**src/hw/rtl/gcca_sqrt_cell.sv**
```systemverilog
// ----------------------------------------------------------------------------
// gcca_sqrt_cell: one step of the restoring integer square root
// Resolves one result bit per cell; the trial bit is fixed per position.
// ----------------------------------------------------------------------------
module gcca_sqrt_cell #(
  parameter int SHIFT = 62
) (
  input  logic        clk,
  input  logic        en,
  input  logic [63:0] v_in,
  input  logic [63:0] r_in,
  output logic [63:0] v_out,
  output logic [63:0] r_out
);

  localparam logic [63:0] TRIAL = 64'd1 << SHIFT;

  logic [63:0] tr;

  assign tr = r_in + TRIAL;

  // subtract the trial value when it fits
  always_ff @(posedge clk) begin
    if (en) begin
      if (v_in >= tr) begin
        v_out <= v_in - tr;
        r_out <= (r_in >> 1) + TRIAL;
      end else begin
        v_out <= v_in;
        r_out <= r_in >> 1;
      end
    end
  end

endmodule

```
**config.mk**
```make
export PLATFORM = sky130hd
export DESIGN_NAME = gcca_sqrt_cell
export DESIGN_NICKNAME = d
export VERILOG_FILES = /design/src/hw/rtl/gcca_sqrt_cell.sv
export SDC_FILE = /design/constraint.sdc
export NUM_CORES = 1
export LEC_CHECK = 0
export BUFFER_PORTS_ARGS = -buffer_cell sky130_fd_sc_hd__buf_2
export CAP_MARGIN = 20
export CORE_MARGIN = 3
export CORE_UTILIZATION = 57
export DETAILED_ROUTE_END_ITERATION = 10
export PLACE_DENSITY = 0.87
export SLEW_MARGIN = 20
export SYNTH_ARGS = -nofsm -noshare
export SYNTH_HDL_FRONTEND = slang
export SYNTH_SLANG_ARGS = --single-unit
export TNS_END_PERCENT = 50
```
**constraint.sdc**
```tcl
create_clock -name clk -period 8.7 [get_ports clk]
set_input_delay 0.435 -clock clk [delete_from_list [all_inputs] [get_ports clk]]
set_output_delay 0.435 -clock clk [all_outputs]
set_load 0.1 [all_outputs]
```
==> results.py <==
metrics = {
    "outcome": {
        "outcome": "completed",
    },
    "routing": {
        "wire_per_inst_um": 17.58,
        "dr.pass1.iters": 7,
        "antenna_left": 0,
        "viasPerCell": 5.905,
        "vias": 7824,
        "drc": 0,
        "wl_um": 23290,
        "drtIter0Drc": 667,
    },
    "logic_synthesis": {
        "ys_async_sr_fraction": 0,
        "yosys.area_share.simple": 0.1318,
        "synthMuxAreaShare": 0.01947,
        "ys_types": 58,
        "ys.warnings.count": 0,
        "synthCells": 885,
        "synth_area_leader_cell": "edfxtp_1",
        "synthXorXnorAreaFrac": 0.05697,
        "synth_top_family_by_area": "compound AO/OA/AOI/OAI gates",
        "synth_adder_area_share": 0.09533,
        "ys_seq_area_frac": 0.4464,
        "synth_top_area_share": 0.4464,
        "synth_compound_area_frac": 0.1981,
        "ys_seq_elements": 128,
        "synth.cell_area_um2": 8610,
        "ys.flop_type": "edfxtp_1",
        "syn_area_per_cell_um2": 9.728,
        "synth_edf_count": 128,
        "synthTopCellsByArea": "edfxtp_1 45%, ha_1 9.3%, a21oi_1 6.5%",
        "syn-num-nets": 1080,
    },
    "timing": {
        "drv_slew": 0,
        "worstMarginPinSlew_ns": 0.8457,
        "rsz0062_at_grt": "no",
        "tns_ns": 0,
        "fmax_mhz": 267.5,
        "fin_crit_sh": 0.4297,
        "finalSetupViolCount": 0,
        "finalCriticalPeriod_ns": 3.738,
        "slew_headroom": 0.4362,
        "hold_violations": 0,
    },
    "worst_hold_path": {
        "min_path_type": "input port to flip-flop",
        "min_path_cells": 1,
    },
    "placement": {
        "port-buffer-count": 257,
        "place.gp.congestion": 0.9090,
        "dpl.hpwl_um": 17850,
    },
    "floorplanning": {
        "dieArea_um2": 16620,
        "die_h_um": 128.9,
        "initial_core_util": 0.5879,
        "rows": 44,
        "io_pins": 258,
        "core_area_um2": 14640,
        "fp.dieW_um": 128.9,
    },
    "clocking": {
        "clk_pin_slew_ns": 0.06,
        "tritoncts": "built",
        "holdBufCountCts": 0,
        "clk_path_buf_depth": 2,
        "root_buffer": "clkbuf_16",
        "cts_resized": 0,
        "htreeDepth": 4,
        "cts_inserted_buffers": 17,
        "clock-sinks": 128,
        "cts_setup_buffers": 0,
    },
    "setup_path": {
        "path_cells": "buf_2 > inv_1 > ha_1 > and2_1 > nand3_1 > or3_1 > a41o_1 > nor3_2 > o21ai_1 > o41ai_4 > buf_4 > or4b_1 > a21oi_1 > nor3_1",
        "endpoint_kind": "flip-flop",
        "critical_path_depth": 14,
        "max_stage_delay_ns": 0.52,
        "required_ns": 8.87,
        "worst-path-buf-inv": 3,
        "criticalPathCategory": "input port to flip-flop",
        "cp.arrival_ns": 3.91,
        "crit_slowest_cell": "buf_4",
        "critPathTopFamily": "simple AND/OR/NAND/NOR gates",
        "cp_max_fo": 56,
        "start_kind": "input port",
    },
    "power_and_ir_drop": {
        "powerDensity_nw_per_um2": 237.2,
        "ir_drop_v": 0.0001581,
        "p_leak_uw": 0.004915,
    },
    "global_route": {
        "antenna_found_initial": 1,
        "grt_pass1_vias": 7558,
        "grt_overflow": 0,
        "grt_pass1_wl_um": 37240,
        "grt_max_degree": 72,
        "grt_usage": 0.2805,
    },
    "run": {
        "drv_cap": 0,
    },
    "finish": {
        "final_core_util": 0.7210,
        "syn_to_final_growth_pct": 22.64,
        "final_nets": 1322,
        "drive_above_1_share": 0.2675,
    },
}
## registers in the layout, indices dropped and copies added, names as in the netlist
signal  count
v_out      64
r_out      64
## metrics by stage
step | area (um2) | worst slack, ns | std cells | hold slack [ns] | power (uW)
final | 10560 | 4.962 | 1325 | 0.2023 | 2504
after global placement | 10000 | 4.766 | 1292 | 0.6262 | 1808
after floorplan | 8610 | 5.405 | 885 | 0.5339 | 1637
after detailed placement | 10000 | 4.577 | 1292 | 0.6274 | 1827
after global routing | 10560 | 4.685 | 1324 | 0.1940 | 2599
after CTS | 10560 | 5.029 | 1324 | 0.1885 | 2507
## path summary, 6_finish.rpt
kind | from | to | slack [ns]
worst max-delay path | r_in[16] | v_out[60] | 4.96
worst min-delay path | r_in[7] | r_out[6] | 0.20
## cell families after synthesis
logic type / after synthesis
fa+ha+maj: 65
buf+inv: 115
mux: 15
simple gates: 234
xor+xnor: 56
flops: 128
compound gates: 272
## layer usage
metal | up-vias | part of all wire | global-route usage
met5 | - | 0.00030 | 0
met4 | 2 | 0.029 | 0.1056
met3 | 59 | 0.077 | 0.05853
met2 | 397 | 0.50 | 0.4799
met1 | 3649 | 0.40 | 0.3504
li1 | 3717 | - | -
## cells in the mapped netlist, drive strengths merged, types with 18 or more instances
cell      n
inv      78
a21o     49
nand2    52
edfxtp  128
a21oi   111
clkbuf   26
o21ai    43
ha       64
nor2     82
xor2     20
nand4    18
xnor2    36
## placed cells by master, fill, tap and decap left out, types with 4 or more instances in the layout
master     count
ha_1          64
nor3_1        11
mux2_2        10
and3_1        13
xnor2_1       36
and2_1        10
a211oi_1       4
nand3_1       14
a31oi_1        7
o211ai_1       7
nand2_1       52
a21oi_1      111
o31a_1         5
buf_2        256
clkbuf_16     17
o21ai_0       40
inv_1         78
or2_2          4
mux2_1         4
a41oi_1        5
nand4_1       18
o21bai_1      11
or3_1          4
edfxtp_1     128
a21boi_0       5
xor2_1        20
a21o_1        49
nor2_1        82
o21a_1         7
nor2b_1       10
## power breakdown
part	switching [uW]	internal, uW
combinational	808	228
clock	262	417
sequential	17.7	771
total	1090	1420
## final cells by class
type | instances | area [um2]
multi-input cells | 642 | 4319
fillers | 1077 | 4085
flip-flops and latches | 128 | 3844
repair buffers | 260 | 1315
clock buffers | 20 | 436.7
inverters | 78 | 292.8
well taps | 184 | 230.2
clock inverters | 12 | 118.9
diodes | 1 | 2.502
(Power assumes the default switching activity.)
