### src/hw/rtl/gcca_pkg.sv
// ----------------------------------------------------------------------------
// gcca_pkg: shared types and constants for the central angle core
// Fixed-point formats, angle limits and the CORDIC constant generators.
// ----------------------------------------------------------------------------
package gcca_pkg;

  // CORDIC datapath width: Q40 values with head room for gain growth
  localparam int CW = 44;

  typedef logic signed [CW-1:0] cw_t;
  typedef logic signed [31:0]   q30_t;

  localparam longint DEG90     = 64'sd377487360;
  localparam longint DEG180    = 64'sd754974720;
  localparam longint DEG360    = 64'sd1509949440;
  localparam longint ANGLE_MAX = 64'sd3373259427;

  localparam logic [23:0] RADIUS_RESET = 24'd6371229;

  // shift-and-subtract unsigned division for the constant generators;
  // gives the remainder when want_rem is set, the quotient otherwise
  function automatic logic [63:0] udiv64(input logic [63:0] num, input logic [63:0] den,
                                         input bit want_rem);
    logic [63:0] q;
    logic [63:0] r;
    q = 64'd0;
    r = 64'd0;
    for (int j = 63; j >= 0; j--) begin
      r = {r[62:0], num[j]};
      if (r >= den) begin
        r    = r - den;
        q[j] = 1'b1;
      end
    end
    return want_rem ? r : q;
  endfunction

  // atan(2^-i) in Q62 by the alternating series
  function automatic logic [63:0] atan_pow2_q62(input int unsigned i);
    logic [63:0] p;
    logic [63:0] sum;
    logic [63:0] t;
    int unsigned sh;
    p   = (i <= 62) ? (64'd1 << (62 - i)) : 64'd0;
    sum = 64'd0;
    sh  = 2 * i;
    for (int k = 0; k < 64; k++) begin
      if (p != 64'd0) begin
        t = udiv64(p, 64'(2 * k + 1), 1'b0);
        if ((k % 2) == 1) sum = sum - t;
        else sum = sum + t;
        p = (sh < 64) ? (p >> sh) : 64'd0;
      end
    end
    return sum;
  endfunction

  // atan(1/3) in Q62
  function automatic logic [63:0] atan_third_q62();
    logic [63:0] p;
    logic [63:0] sum;
    logic [63:0] t;
    p   = udiv64(64'd1 << 62, 64'd3, 1'b0);
    sum = 64'd0;
    for (int k = 0; k < 64; k++) begin
      if (p != 64'd0) begin
        t = udiv64(p, 64'(2 * k + 1), 1'b0);
        if ((k % 2) == 1) sum = sum - t;
        else sum = sum + t;
        p = udiv64(p, 64'd9, 1'b0);
      end
    end
    return sum;
  endfunction

  // pi/4 in Q62
  function automatic logic [63:0] quarter_q62();
    return atan_pow2_q62(1) + atan_third_q62();
  endfunction

  // per-stage CORDIC arctangent in Q40
  function automatic logic [63:0] atan_q40(input int unsigned i);
    logic [63:0] v;
    v = (i == 0) ? quarter_q62() : atan_pow2_q62(i);
    return (v + (64'd1 << 21)) >> 22;
  endfunction

  function automatic logic [63:0] isqrt64(input logic [63:0] val);
    logic [63:0] v;
    logic [63:0] r;
    logic [63:0] b;
    v = val;
    r = 64'd0;
    b = 64'd1 << 62;
    for (int k = 0; k < 32; k++) begin
      if (v >= r + b) begin
        v = v - (r + b);
        r = (r >> 1) + b;
      end else begin
        r = r >> 1;
      end
      b = b >> 2;
    end
    return r;
  endfunction

  // inverse CORDIC gain for n stages, Q40
  function automatic logic [63:0] gain_q40(input int n);
    logic [63:0] g;
    logic [63:0] s;
    logic [63:0] top;
    logic [63:0] rem;
    g = 64'd1 << 62;
    for (int i = 0; i < n; i++) begin
      if (2 * i < 64) g = g + (g >> (2 * i));
    end
    s   = isqrt64(g);
    top = 64'd1 << 63;
    rem = udiv64(top, s, 1'b1);
    return (udiv64(top, s, 1'b0) << 8) + udiv64(rem << 8, s, 1'b0);
  endfunction

  localparam logic [63:0] PI_Q40   = (4 * quarter_q62() + (64'd1 << 21)) >> 22;
  localparam logic [63:0] DEG_COEF = ((4 * quarter_q62()) / 180 + (64'd1 << 22)) >> 23;

  // Q40 to Q30, rounded half up and clamped to +-1.0
  function automatic q30_t to_q30(input cw_t v);
    cw_t r;
    r = (v + cw_t'(512)) >>> 10;
    if (r > cw_t'(64'sd1073741824)) r = cw_t'(64'sd1073741824);
    if (r < -cw_t'(64'sd1073741824)) r = -cw_t'(64'sd1073741824);
    return r[31:0];
  endfunction

  // Q30 product rounded back to Q30
  function automatic q30_t mul30(input q30_t a, input q30_t b);
    logic signed [63:0] p;
    p = a * b;
    p = (p + (64'sd1 <<< 29)) >>> 30;
    return p[31:0];
  endfunction

endpackage

### src/hw/rtl/gcca_cordic_cell.sv
// ----------------------------------------------------------------------------
// gcca_cordic_cell: one CORDIC micro-rotation
// Rotation mode steers on the residual angle, vectoring mode on y.
// ----------------------------------------------------------------------------
module gcca_cordic_cell #(
  parameter int STAGE  = 0,
  parameter bit VECTOR = 1'b0
) (
  input  logic          clk,
  input  logic          en,
  input  gcca_pkg::cw_t x_in,
  input  gcca_pkg::cw_t y_in,
  input  gcca_pkg::cw_t z_in,
  output gcca_pkg::cw_t x_out,
  output gcca_pkg::cw_t y_out,
  output gcca_pkg::cw_t z_out
);
  import gcca_pkg::*;

  localparam logic [63:0] ATAN = atan_q40(STAGE);

  cw_t atan_c;
  cw_t dx;
  cw_t dy;
  logic sel;

  assign atan_c = $signed(ATAN[CW-1:0]);
  assign dx     = y_in >>> STAGE;
  assign dy     = x_in >>> STAGE;
  assign sel    = VECTOR ? !(y_in > cw_t'(0)) : (z_in >= cw_t'(0));

  // micro-rotation, registered
  always_ff @(posedge clk) begin
    if (en) begin
      if (sel) begin
        x_out <= x_in - dx;
        y_out <= y_in + dy;
        z_out <= z_in - atan_c;
      end else begin
        x_out <= x_in + dx;
        y_out <= y_in - dy;
        z_out <= z_in + atan_c;
      end
    end
  end

endmodule

### config.mk
export PLATFORM = sky130hd
export DESIGN_NAME = gcca_cordic_cell
export DESIGN_NICKNAME = d
export VERILOG_FILES = /design/src/hw/rtl/gcca_pkg.sv /design/src/hw/rtl/gcca_cordic_cell.sv
export SDC_FILE = /design/constraint.sdc
export NUM_CORES = 1
export LEC_CHECK = 0
export BUFFER_PORTS_ARGS = -buffer_cell sky130_fd_sc_hd__buf_2
export CAP_MARGIN = 20
export CELL_PAD_IN_SITES_DETAIL_PLACEMENT = 1
export CELL_PAD_IN_SITES_GLOBAL_PLACEMENT = 1
export CORE_ASPECT_RATIO = 1.4
export CORE_UTILIZATION = 35
export CTS_BUF_LIST = sky130_fd_sc_hd__clkbuf_4 sky130_fd_sc_hd__clkbuf_8 sky130_fd_sc_hd__clkbuf_16
export CTS_CLUSTER_DIAMETER = 100
export DETAILED_ROUTE_END_ITERATION = 8
export PLACE_DENSITY = 0.66
export SLEW_MARGIN = 10
export SYNTH_ARGS = -nofsm -noshare
export SYNTH_HDL_FRONTEND = slang
export SYNTH_SLANG_ARGS = --single-unit
### constraint.sdc
create_clock -name clk -period 6.35 [get_ports clk]
set_input_delay 0.635 -clock clk [delete_from_list [all_inputs] [get_ports clk]]
set_output_delay 0.635 -clock clk [all_outputs]
set_load 0.03 [all_outputs]
==> flow_summary_export.csv, run 1 <==
group,metric,value,unit
finish,n_fill_cell,4723,
hold_path,min_path_cells,2,
global_route,grt_use_total,0.252,
pwr,vdd_drop_max,0.138,mV
yosys,ys_ff_latch,131,
flow_run,cap_violations,0,
sta,clock.fmax,195,MHz
setup_path,start_kind,"input pin",
floorplanning,io_pins,266,
clocking,cts_inserted_buffers,17,
yosys,netlist_top_cells_count,"a21oi_1, ha_1, inv_1, nor2_1, edfxtp_1",
floorplanning,start_util,0.358,
clocking,cts_tree,"yes",
clocking,hold_buffers,0,
sta,rsz0062_at_grt,"no",
clocking,htreeDepth,4,
pwr,p_per_area,242,nW/µm²
place,portBuffers,265,
floorplanning,die_y,238,µm
global_route,antenna_found_initial,7,
setup_path,end_kind,"flip-flop",
finish,drive_above_1_share,0.174,
floorplanning,core-area,38800,µm²
finish,area.growth.synth_to_final,17.4,%
clocking,clk_pin_slew,60,ps
place,place_hpwl,41700,µm
place,place_congestion,0.887,
sta,drv_slew,0,
sta,worst_pin_slew,986,ps
setup_path,path_max_fanout,19,
setup_path,crit_path_cell_trace,"buf_2 -> nor4_1 -> nand4_1 -> nor3_1 -> nand2b_4 -> clkinv_2 -> ha_1 -> nor2_1 -> o21ai_0 -> o311ai_0 -> a21o_1 -> o311ai_1 -> a21boi_0 -> o21ai_0 -> a221o_1 -> a21oi_1 -> xnor2_1",
detailed_routing,via_per_inst,5.58,
place,dp_worst_setup_slack,747,ps
setup_path,cp_common_cell,"o21ai_0",
yosys,ys_async_sr_fraction,0,
yosys,yosysMostFrequentCell,"a21oi_1",
yosys,synth_area,13900,µm²
global_route,grt_pass1_vias,14097,
global_route,overflow,0,
detailed_routing,drt_iter0_drc,861,
yosys,ys_types,79,
sta,layout_min_cycle_time,5120,ps
clocking,cts-resized-gates,0,
sta,maxSlewHeadroom,0.343,
hold_path,hold_class,"in -> reg",
setup_path,cpMaxStageDelayCell,"o311ai_1",
hold_path,min-delay-start,"z_in[0]",
setup_path,cpPeakStageDelay,610,ps
yosys,syn_avg_cell_area,8.42,µm²
clocking,clock-root-buffer,"clkbuf_16",
sta,setup_slack,1230,ps
yosys,synth_area_leaders,"edfxtp_1, ha_1, a21oi_1",
yosys,synth_edf_count,131,
finish,fin_nets,2182,
detailed_routing,drtPass1Iterations,5,
detailed_routing,via_count,13431,
pwr,power_leakage,0.00717,µW
setup_path,cp.required,6550,ps
floorplanning,die_area,40500,µm²
sta,hold_viol_final,0,
detailed_routing,wl_per_cell,21.3,µm
yosys,synth_cells,1648,
setup_path,path_class,"in -> reg",
global_route,grt_max_degree,76,
yosys,synth_ff_type,"edfxtp_1",
yosys,synth_nets,1958,
floorplanning,die_x,170,µm
hold_path,holdPathEnd,"z_out[0]",
clocking,clk_path_buf_depth,2,
yosys,seq_area_frac_synth,0.283,
floorplanning,rows,85,
outcome,status,"finished clean",
clocking,clock_sinks,131,
detailed_routing,post-route-drc-count,0,
yosys,ys_warn_count,0,
clocking,cts_setup_buffers,0,
sta,finalSetupViolCount,0,
sta,fin_setup_tns,0,ps
setup_path,worstPathArrival,5320,ps
sta,finalCritPeriodShare,0.806,
detailed_routing,ant_nets,0,
detailed_routing,wirelength,51300,µm
yosys,synth_top_cell_area_share,0.283,
global_route,grt_pass1_wl,77900,µm
yosys,synth_area_leader_cell,"edfxtp_1",
[worst max path at each step]
stage                         from   endpoint  cells past startpoint
after global routing      z_in[39]  z_out[30]                     17
after CTS                 z_in[39]  z_out[30]                     17
after detailed placement  z_in[39]  z_out[30]                     17
final                     z_in[39]  z_out[30]                     17
after floorplan           z_in[43]  z_out[42]                     20
after global placement    z_in[39]  z_out[43]                     18
[state kept, by name, indices dropped and copies added (netlist names)]
register	cells
x_out	44
z_out	44
y_out	43
[layout by cell type, fill, tap and decap left out, types with 7 or more instances in the layout]
| cell type | count |
|---|---|
| o21ai_1 | 7 |
| a221oi_1 | 8 |
| clkinv_1 | 7 |
| a31oi_1 | 7 |
| xnor2_1 | 102 |
| xor2_1 | 22 |
| nor2_1 | 134 |
| nand4_1 | 29 |
| o21a_1 | 11 |
| mux2i_1 | 15 |
| nor4_1 | 18 |
| ha_1 | 172 |
| inv_1 | 147 |
| or2_2 | 8 |
| o22ai_1 | 8 |
| nand2b_1 | 15 |
| o211ai_1 | 11 |
| a21o_1 | 48 |
| and2_1 | 9 |
| nand3_1 | 14 |
| buf_2 | 264 |
| clkbuf_16 | 17 |
| or3_1 | 12 |
| nand2_1 | 81 |
| o21ai_0 | 101 |
| nor3_1 | 27 |
| edfxtp_1 | 131 |
| o21bai_1 | 48 |
| nor2b_1 | 20 |
| o31ai_1 | 18 |
| a211oi_1 | 21 |
| a21oi_1 | 226 |
[report_power, final]
group | internal [µW] | switching, µW
logic | 526 | 1110
clock network | 699 | 413
registers | 1150 | 39.6
total | 2380 | 1560
[area by class of cell]
cell class | count | area (µm²) | share of cell area
multi-input combinational | 1294 | 9090 | 0.558
sequential | 131 | 3930 | 0.241
timing repair buffer | 271 | 1380 | 0.0845
tap | 522 | 653 | 0.0401
inverter | 157 | 591 | 0.0362
clock buffer | 18 | 433 | 0.0266
clock inverter | 13 | 209 | 0.0128
antenna | 2 | 5.00 | 0.000307
[critical path: cells and delay by family]
| family | cells | cell delay, ps |
|---|---|---|
| AO/OA/AOI/OAI | 8 | 2250 |
| AND/OR/NAND/NOR | 5 | 1320 |
| adder cells (fa/ha/maj) | 1 | 500 |
| buffers and inverters | 2 | 460 |
| XOR/XNOR | 1 | 130 |
[routing by layer]
| metal | track usage | part of all wire | wire [µm] |
|---|---|---|---|
| met3 | 0.0388 | 0.040 | 2080 |
| met4 | 0.0986 | 0.034 | 1730 |
| met2 | 0.486 | 0.54 | 27600 |
| met5 | 0 | 0.0011 | 57 |
| met1 | 0.270 | 0.39 | 19800 |
[kinds of logic after synthesis]
group                    count (synthesis)  share of synthesized area
AND/OR/NAND/NOR                        390                      0.136
XOR/XNOR                               124                     0.0783
AO/OA/AOI/OAI                          589                      0.269
buffers and inverters                  223                     0.0620
flip-flops                             131                      0.283
multiplexers                            15                     0.0108
adder cells (fa/ha/maj)                176                      0.161
[per-stage QoR]
stage | util | power, µW | cell area, µm² | cells | hold WS (ps)
after floorplan | - | 2310 | 13900 | 1648 | 747
after global placement | 0.403 | 2820 | 15600 | 2375 | 959
after detailed placement | 0.403 | 2840 | 15600 | 2375 | 970
after CTS | 0.420 | 3970 | 16300 | 2406 | 500
after global routing | 0.420 | 4120 | 16300 | 2407 | 524
final | 0.420 | 3940 | 16300 | 2408 | 515
No activity file was read; power rests on OpenSTA's default activity.
==> run 2, diff against run 1 <==
PLACE_DENSITY = 0.68   (was 0.66)
clock period = 4.3 ns   (was 6.35 ns; I/O delays follow)
==> flow_summary_export.csv, run 2 (same netlist as run 1, synthesis figures left out) <==
group,metric,value,unit
finish,final_cell_mix,"buf_2, a21oi_1, buf_4",
pwr,p_per_area,337,nW/µm²
setup_path,path_max_fanout,10,
finish,finalNonFillerCells,2589,
clocking,cts_tree,"yes",
pwr,internal_power,3630,µW
sta,layout_min_cycle_time,4140,ps
floorplanning,die_y,238,µm
global_route,grt_pass1_wl,82100,µm
sta,finalSetupViolCount,0,
detailed_routing,top_layer,"met5",
clocking,clk_path_buf_depth,2,
global_route,grt_pass1_vias,15038,
pwr,seq_power_share,0.296,
floorplanning,start_util,0.358,
finish,final_area,17700,µm²
clocking,clk_pin_slew,60,ps
setup_path,cp.required,4490,ps
sta,setup_slack,160,ps
detailed_routing,via_count,14092,
sta,worst_pin_slew,740,ps
global_route,overflow,0,
outcome,status,"finished clean",
floorplanning,core-area,38800,µm²
detailed_routing,drtPass1Iterations,5,
global_route,grt_use_total,0.264,
clocking,cts_inserted_buffers,17,
setup_path,path_class,"in -> reg",
clocking,hold_buffers,0,
sta,maxSlewHeadroom,0.507,
place,portBuffers,265,
detailed_routing,post-route-drc-count,0,
pwr,power_frac_comb,0.438,
detailed_routing,route.met2.wl,29000,µm
setup_path,worstPathArrival,4330,ps
sta,rsz0062_at_grt,"no",
sta,clock.fmax,242,MHz
detailed_routing,m1WireLength,20400,µm
place,place_hpwl,43600,µm
finish,drive_above_1_share,0.250,
place,dpl-instance-area,17000,µm²
floorplanning,die_area,40500,µm²
clocking,clock_sinks,131,
pwr,vdd_drop_max,0.166,mV
hold_path,hold_class,"in -> reg",
sta,fin_hold_ws,399,ps
detailed_routing,wl_met3,1960,µm
detailed_routing,wl_per_cell,20.6,µm
place,dp.cells,2550,
detailed_routing,wirelength,53300,µm
finish,area.growth.synth_to_final,27.6,%
sta,hold_viol_final,0,
finish,fin_nets,2362,
pwr,p_clk_frac,0.266,
place,dp_worst_setup_slack,-696,ps
global_route,grt_max_degree,78,
pwr,power_switching,2340,µW
pwr,power_leakage,0.00809,µW
floorplanning,rows,85,
finish,layout_commonest_cell,"buf_2",
clocking,htreeDepth,4,
global_route,antenna_found_initial,6,
clocking,clock-root-buffer,"clkbuf_16",
floorplanning,io_pins,266,
detailed_routing,ant_nets,0,
sta,drv_slew,0,
floorplanning,die_x,170,µm
pwr,p_sw_frac,0.392,
flow_run,cap_violations,0,
place,place_congestion,0.918,
setup_path,end_kind,"flip-flop",
detailed_routing,drt_iter0_drc,730,
setup_path,start_kind,"input pin",
detailed_routing,via_per_inst,5.44,
finish,top_regs,"x_out (44), z_out (44), y_out (43)",
sta,finalCritPeriodShare,0.963,
## run 2: power groups by stage
stage                     Sequential (µW)  Combinational (µW)  Clock [µW]
after floorplan                      2230                1190           0
after global placement               1790                2550           0
after detailed placement             1800                2590           0
after CTS                            1770                2610        1620
after global routing                 1790                2820        1650
final                                1770                2620        1590
## run 2: worst paths after layout
| check | startpoint | end | slack (ps) | cells after the start |
|---|---|---|---|---|
| worst max-delay path | z_in[14] | z_out[42] | 160 | 18 |
| worst min-delay path | z_in[0] | z_out[0] | 400 | 3 |
## run 2: metal layers
| layer | vias up | track usage |
|---|---|---|
| li1 | 6781 | - |
| met1 | 6836 | 0.276 |
| met2 | 366 | 0.518 |
| met3 | 101 | 0.0416 |
| met4 | 8 | 0.0972 |
| met5 | - | 0 |
## run 2: critical path: stages
cell and delay, ps:
buf_2 120, nor4_1 380, nand4_1 210, nor3_4 240, nand2b_4 220, clkinv_2 110, buf_4 190, ha_1 310
buf_4 160, nand3_1 190, o22ai_1 120, o21ai_1 270, o311ai_4 230, a2111o_1 450, o211ai_2 110, o21ai_1 130
a311oi_1 360, xnor2_1 100
## run 2: layout make-up
cell class,count,area [µm²]
multi-input combinational,1295,9190
fill,4765,21100
tap,522,653
timing repair buffer,450,2720
antenna,2,5.00
clock buffer,21,455
inverter,157,591
sequential,131,3930
clock inverter,11,160
## run 2: repair_timing
item | in CTS | in global routing
pin swaps | 0 | 1
gates cloned | 0 | 1
gates resized for setup | 2 | 13
endpoints found under the setup margin | 8 | 12
buffers inserted | 0 | 4
## run 2: metrics by stage
step	setup TNS [ps]	utilization	power (µW)
global route	0	0.456	6260
finish	0	0.456	5970
detailed placement	-7280	0.437	4380
global placement	-5710	0.437	4340
floorplan	-26.8	-	3420
CTS	0	0.453	6000
